### config.mk
export PLATFORM = sky130hd
export DESIGN_NAME = sps_cell
export DESIGN_NICKNAME = d
export VERILOG_FILES = /design/src/sps_pkg.sv /design/src/sps_cell.sv
export SDC_FILE = /design/constraint.sdc
export NUM_CORES = 1
export LEC_CHECK = 0
export BUFFER_PORTS_ARGS = -buffer_cell sky130_fd_sc_hd__buf_2
export CAP_MARGIN = 20
export CORE_MARGIN = 2
export CORE_UTILIZATION = 47
export CTS_CLUSTER_DIAMETER = 100
export DETAILED_ROUTE_END_ITERATION = 8
export GPL_TIMING_DRIVEN = 0
export PLACE_DENSITY = 0.84
export SYNTH_ARGS = -nofsm -noshare
export SYNTH_HDL_FRONTEND = slang
export SYNTH_SLANG_ARGS = --single-unit
### constraint.sdc
create_clock -name clk -period 2.75 [get_ports clk]
set_input_delay 0.55 -clock clk [delete_from_list [all_inputs] [get_ports clk]]
set_output_delay 0.55 -clock clk [all_outputs]
set_load 0.03 [all_outputs]
### src/sps_pkg.sv
`timescale 1ns / 1ps
// shared types and constants for the shortest path solver
// no dependencies

package sps_pkg;

  localparam int VERT_W   = 6;
  localparam int DIST_W   = 32;
  localparam int WEIGHT_W = 16;
  localparam int CFG_W    = 7;
  localparam int EDGE_W   = 2 * VERT_W + WEIGHT_W;

  localparam logic [DIST_W-1:0] DIST_MAX = '1;

  localparam logic OP_ADD_EDGE = 1'b0;
  localparam logic OP_SOLVE    = 1'b1;

  typedef enum logic [2:0] {
    ST_IDLE,
    ST_CLEAR,
    ST_SEARCH,
    ST_PICK,
    ST_EDGE,
    ST_DRAIN,
    ST_OUT
  } state_t;

  // running minimum handed down the cell row
  typedef struct packed {
    logic              valid;
    logic [DIST_W-1:0] cost;
    logic [VERT_W-1:0] idx;
  } cand_t;

  // relaxation request travelling down the cell row
  typedef struct packed {
    logic              valid;
    logic [VERT_W-1:0] target;
    logic [DIST_W-1:0] cost;
  } relax_t;

  // per-cell result, shifted toward cell zero during readout
  typedef struct packed {
    logic [DIST_W-1:0] cost;
    logic              settled;
  } slot_t;

  typedef struct packed {
    logic              clear;
    logic              seed;
    logic              settle;
    logic              shift;
    logic [VERT_W-1:0] sel;
  } cell_ctl_t;

endpackage

### src/sps_cell.sv
`timescale 1ns / 1ps
// one vertex cell: distance, reached and settled state plus neighbor links
// depends on sps_pkg

module sps_cell #(
  parameter int IDX = 0
) (
  input  logic               clk,
  input  logic               rst,
  input  sps_pkg::cell_ctl_t ctl,
  input  sps_pkg::cand_t     cand_in,
  output sps_pkg::cand_t     cand_out,
  input  sps_pkg::relax_t    relax_in,
  output sps_pkg::relax_t    relax_out,
  input  sps_pkg::slot_t     slot_in,
  output sps_pkg::slot_t     slot_out
);

  logic [sps_pkg::DIST_W-1:0] cost;
  logic                       reached;
  logic                       settled;
  logic                       me_sel;
  logic                       relax_hit;
  logic                       eligible;

  assign me_sel    = (ctl.sel == sps_pkg::VERT_W'(IDX));
  assign relax_hit = relax_in.valid && (relax_in.target == sps_pkg::VERT_W'(IDX)) &&
                     !settled && (!reached || (relax_in.cost < cost));
  assign eligible  = reached && !settled;
  assign slot_out  = '{cost: cost, settled: settled};

  always_ff @(posedge clk) begin
    if (rst) begin
      reached <= 1'b0;
      settled <= 1'b0;
      cost    <= sps_pkg::DIST_MAX;
    end else if (ctl.clear) begin
      reached <= ctl.seed && me_sel;
      settled <= 1'b0;
      cost    <= (ctl.seed && me_sel) ? '0 : sps_pkg::DIST_MAX;
    end else if (ctl.shift) begin
      cost    <= slot_in.cost;
      settled <= slot_in.settled;
    end else begin
      if (ctl.settle && me_sel) begin
        settled <= 1'b1;
      end
      if (relax_hit) begin
        cost    <= relax_in.cost;
        reached <= 1'b1;
      end
    end
  end

  // strict compare keeps the lower index on ties
  always_ff @(posedge clk) begin
    relax_out.target <= relax_in.target;
    relax_out.cost   <= relax_in.cost;
    if (eligible && (!cand_in.valid || (cost < cand_in.cost))) begin
      cand_out.cost <= cost;
      cand_out.idx  <= sps_pkg::VERT_W'(IDX);
    end else begin
      cand_out.cost <= cand_in.cost;
      cand_out.idx  <= cand_in.idx;
    end
    if (rst) begin
      cand_out.valid  <= 1'b0;
      relax_out.valid <= 1'b0;
    end else begin
      relax_out.valid <= relax_in.valid;
      if (eligible && (!cand_in.valid || (cost < cand_in.cost))) begin
        cand_out.valid <= 1'b1;
      end else begin
        cand_out.valid <= cand_in.valid;
      end
    end
  end

endmodule

# Yosys cells after proc, flatten, opt, wreduce, memory -nomap -nowiden

Index checks and enable logic that the tools add are counted.

Memory bits (read-only): 0
Output and inout port bits: 111
Memories kept: 0
Word-level logic and storage cells: 42
Bits in latches: 0
Bits in writable memories: 0
Register bits after elaboration: 112

Shifts and indexed selects: 0
Equal/unequal tests: 1
$mul: 0
Order comparisons: 2
Reduce and logical (&&, ||, !) cells: 19
Mux-type cells: 11
Div/mod/pow operators: 0
Bitwise gates (word level): 0
Add/sub/neg operators: 0

Operators by type and width:

| kind                                                   | number |
|---|---|
| two-way mux 32 bit                                     | 4 |
| < comparator 32 bit                                    | 2 |
| two-way mux 38 bit                                     | 1 |
| logical NOT 6 bit                                      | 2 |
| logical AND 1 bit                                      | 7 |
| two-way mux 1 bit                                      | 6 |
| nonzero test 2 bit                                     | 2 |
| logical NOT 1 bit                                      | 3 |
| nonzero test 3 bit                                     | 1 |
| logical OR 1 bit                                       | 2 |
| inequality test 2 x 1 -> 1 bit (second input constant) | 1 |
| AND reduction 2 bit                                    | 1 |
| OR reduction 2 bit                                     | 1 |

# Longest topological paths before layout

Word-level depth: 7
Gate-level depth with buffers: 10
Gate-level depth less buffers: 8

# Least setup slack after synthesis

OpenSTA, ideal clock, no wires.

Path kind: reg2reg
Start point: register cost[30] in the netlist's numbering
End point: register cost[10] in the netlist's numbering
Slack: 0.223 ns
Data arrival time: 2.408 ns
Buffers on the path: 1
Stages on the path, launching flop included: 10
Setup time: 0.119 ns
Cells stage by stage: dfxtp_1 inv_1 ha_1 and4_1 and2_0 a221o_1 a211oi_2 o2111ai_1 buf_2 o221a_1

Longest elaborated chain between the ends: 4

Ends and longest elaborated chain:

| element                      | line           | text |
|---|---|---|
| from (decl)                  | sps_cell.sv:19 | `logic [sps_pkg::DIST_W-1:0] cost;` |
| from (signal assigned)       | sps_cell.sv:36 | `cost <= sps_pkg::DIST_MAX;` |
| from (signal assigned)       | sps_cell.sv:40 | `cost <= (ctl.seed && me_sel) ? '0 : sps_pkg::DIST_MAX;` |
| from (signal assigned)       | sps_cell.sv:42 | `cost <= slot_in.cost;` |
| < comparator 32 bit          | sps_cell.sv:28 | `!settled && (!reached \|\| (relax_in.cost < cost));` |
| logical OR 1 bit             | sps_cell.sv:28 |  |
| logical AND 1 bit            | sps_cell.sv:28 |  |
| nonzero test 3 bit (no line) | --             |  |

No other way between the ends.
A chain may end at the register's enable or synchronous reset.

# Worst setup path in the final report

Start point: register cost[30] in the netlist's numbering
End point: register cost[8] in the netlist's numbering

Same word-level chain as after synthesis.

==> out/qor.csv <==
metric,value,unit
worst path cell trace,inv_1 > ha_1 > and4_1 > and2_0 > a221o_1 > a211oi_2 > o2111ai_2 > buf_2 > o221a_1,
global-route wire length before repair,22.26,mm
Worst setup SP type,register,
"Top FF cell, synth",dfxtp_1,
Longest Clk Path Bufs,2,
Core Footprint,10790,um^2
initial drt markers,167,
final worst slack,74.25,ps
final-stage net count,943,
antenna cells,0,
P_leak,3.393,nW
period utilization,0.9730,
Post-Synth Simple-Gate Area,0.1028,
placed insts,887,
slew margin rel.,0.6017,
Max Cap Violations,0,
Reg2Reg Depth,9,
minimum clock period,2676,ps
root buf cell,clkbuf_8,
Vias per Instance,5.231,
post-cts sizing count,0,
clk_skew,11.71,ps
All-Layer GR Usage,0.2433,
syn_area_per_cell,10.03,um^2
Slew @ Worst Pin,597.4,ps
Worst-Skew Late Latency,380,ps
Cell Pwr Density,539.8,nW/um^2
post-synthesis xor/xnor area fraction,0,
P&R area growth vs syn,29.99,%
Setup Crit Path Kind,reg -> reg,
Post-DRT Antenna Nets,0,
Buffers on Ports,231,
Post-CTS Hold Fix Bufs,0,
reg-to-reg setup timing slack,70,ps
clock buffer count from CTS,9,
synth unique cells,42,
mux share of post-synthesis cell area,0.06215,
Synth Cell Area,5174,um^2
Synth Instances,516,
Num Clock Sinks,112,
Worst setup EP type,register,
"flops & latches, synth",112,
most frequent cells in the layout,"buf_2, dfxtp_1, inv_1",
max-slew violation count,0,
sequential share of the synthesized area,0.4334,
Die Wd,108.9,um
"most common cell after layout, fill and taps aside",buf_2,
Bufs and invs on worst path,2,
full die area,11860,um^2
largest net degree at the start of global routing,19,
Setup-failing EPs final,0,
DP Worst Slack,-228.5,ps
Crit-path slowest cell,dfxtp_1,
hold_sp,relax_in[35],
clk slew on worst S/H paths,100,ps
via count,4724,
end of the worst hold path,relax_out[35]$_DFF_P_,
Crit path arrival time,2960,ps
Starting Density,0.4794,
Hold Crit Class,in -> reg,
vias in the first global route,4743,
TritonCTS clock tree,built,
Worst Setup SP,cost[30]$_SDFFE_PP1P_,
final hold vios,0,
Post-CTS Setup Repair Bufs,0,
syn nets,701,
# IOs,234,
Worst path top cell family by delay,compound AO/OA/AOI/OAI gates,
Pre-antenna DRT Iters,5,
Worst IR Drop VDD,0.0003114,V
H-tree level count,3,
complex-gate fraction of the synthesized area,0.1787,
Yosys warning count,0,
delay of the slowest critical-path stage,400,ps
Synth Area in Adders,0.1499,
Worst Path Required,3030,ps
GPL Wtd Cong,0.8271,
initial antenna violation count,0,
Wirelength per Cell,16.25,um
RR Startpoint,cost[30]$_SDFFE_PP1P_,
final WL,14.67,mm
FMAX,373.7,MHz
"Async S/R FF share, synth",0,
largest family of logic cells by synthesized area,compound AO/OA/AOI/OAI gates,
maximum fanout along the worst path,10,
# DRC,0,
grt total ovfl,0,
final cell count without fillers,903,
outcome,"complete, no violations",
hold path cells,1,
TNS Setup,0,ps
Row Count,38,
fraction of layout cells with a size suffix above 1,0.3486,
HPWL Detailed,11.64,mm
number of flops mapped to enable cells by yosys,0,
Die Ht,108.9,um
worst r2r dst,cost[8]$_SDFFE_PP1P_,
-- flip-flops by register name, indices dropped and copies added, names as in the netlist --
register   count
cand_out      39
relax_out     39
cost          32
reached        1
settled        1
-- cells in the mapped netlist (2+ instances only) --
cell       instances  area, um^2
a2111o_1           2       22.52
a211oi_1           2       15.01
a21o_1             2       15.01
a21oi_1           25       125.1
a221oi_1           2       17.52
a31oi_1            2       12.51
and2_0             2       12.51
and3_1             2       12.51
and4_1             3       26.28
buf_12             2       40.04
buf_2              6       30.03
buf_4              3       22.52
clkbuf_1          11       41.29
dfxtp_1          112        2242
ha_1              62       775.7
inv_1             65       244.0
mux2i_1           31       310.3
nand2_1           21       78.83
nand2b_1           4       25.02
nand3_1            5       25.02
nand4_1            4       25.02
nor2_1             9       33.78
nor2b_1           39       244.0
nor3_1             4       20.02
nor4_1             2       12.51
o2111ai_1          2       17.52
o21a_1             4       30.03
o21ai_0           43       215.2
o221a_1           30       337.8
o221a_2            2       22.52
o221ai_1           2       17.52
-- cells by family (layout without fill, tap and decap cells) --
family          Yosys count  in the layout
simple gates             97             97
compound gates          126            126
mux                      32             32
fa+ha+maj                62             62
flops                   112            112
buf+inv                  87            334
-- worst reg2reg max path, stage by stage, from the launching register on --
cell	delay, ps
dfxtp_1	400
inv_1	90
ha_1	310
and4_1	220
and2_0	150
a221o_1	310
a211oi_2	270
o2111ai_2	260
buf_2	300
o221a_1	270
-- power breakdown --
| group | internal, mW | leakage (nW) | switching, mW |
|---|---|---|---|
| Sequential | 1.73 | 0.940 | 0.0547 |
| Combinational | 0.315 | 2.35 | 0.537 |
| Clock | 0.422 | 0.0994 | 0.569 |
-- metrics by stage --
stage | cell area [um^2] | total power [mW] | hold WS (ps) | util
floorplan | 5174 | 2.350 | 524.3 | -
global placement | 6505 | 2.646 | 508.5 | 0.6027
detailed placement | 6505 | 2.669 | 523.0 | 0.6027
CTS | 6699 | 3.643 | 255.6 | 0.6207
global route | 6725 | 3.794 | 252.3 | 0.6231
finish | 6725 | 3.630 | 276.8 | 0.6231
-- metal layers --
metal | share of wire | vias to the layer above | track usage
li1 | - | 2312 | -
met4 | 0.025 | 0 | 0.1035
met1 | 0.42 | 2203 | 0.3003
met5 | 0 | - | 0
met3 | 0.058 | 28 | 0.03825
met2 | 0.50 | 181 | 0.4193
-- area by class of cell --
class | instances | area (um^2)
Clock inverter | 7 | 70.07
Sequential cell | 112 | 2242
Buffer | 22 | 136.4
Clock buffer | 9 | 123.9
Inverter | 65 | 244.0
Multi-Input combinational cell | 317 | 2577
Fill cell | 907 | 4068
Timing Repair Buffer | 231 | 1156
Tap cell | 140 | 175.2
-- worst max path at each step --
stage	cells past startpoint	endpoint
after global routing	9	cost[3]$_SDFFE_PP1P_
after CTS	9	cost[16]$_SDFFE_PP1P_
after global placement	10	cand_out[23]$_DFF_P_
after detailed placement	10	cand_out[23]$_DFF_P_
after floorplan	9	cost[10]$_SDFFE_PP1P_
final	9	cost[8]$_SDFFE_PP1P_
Power figures use the tool's default switching activity.
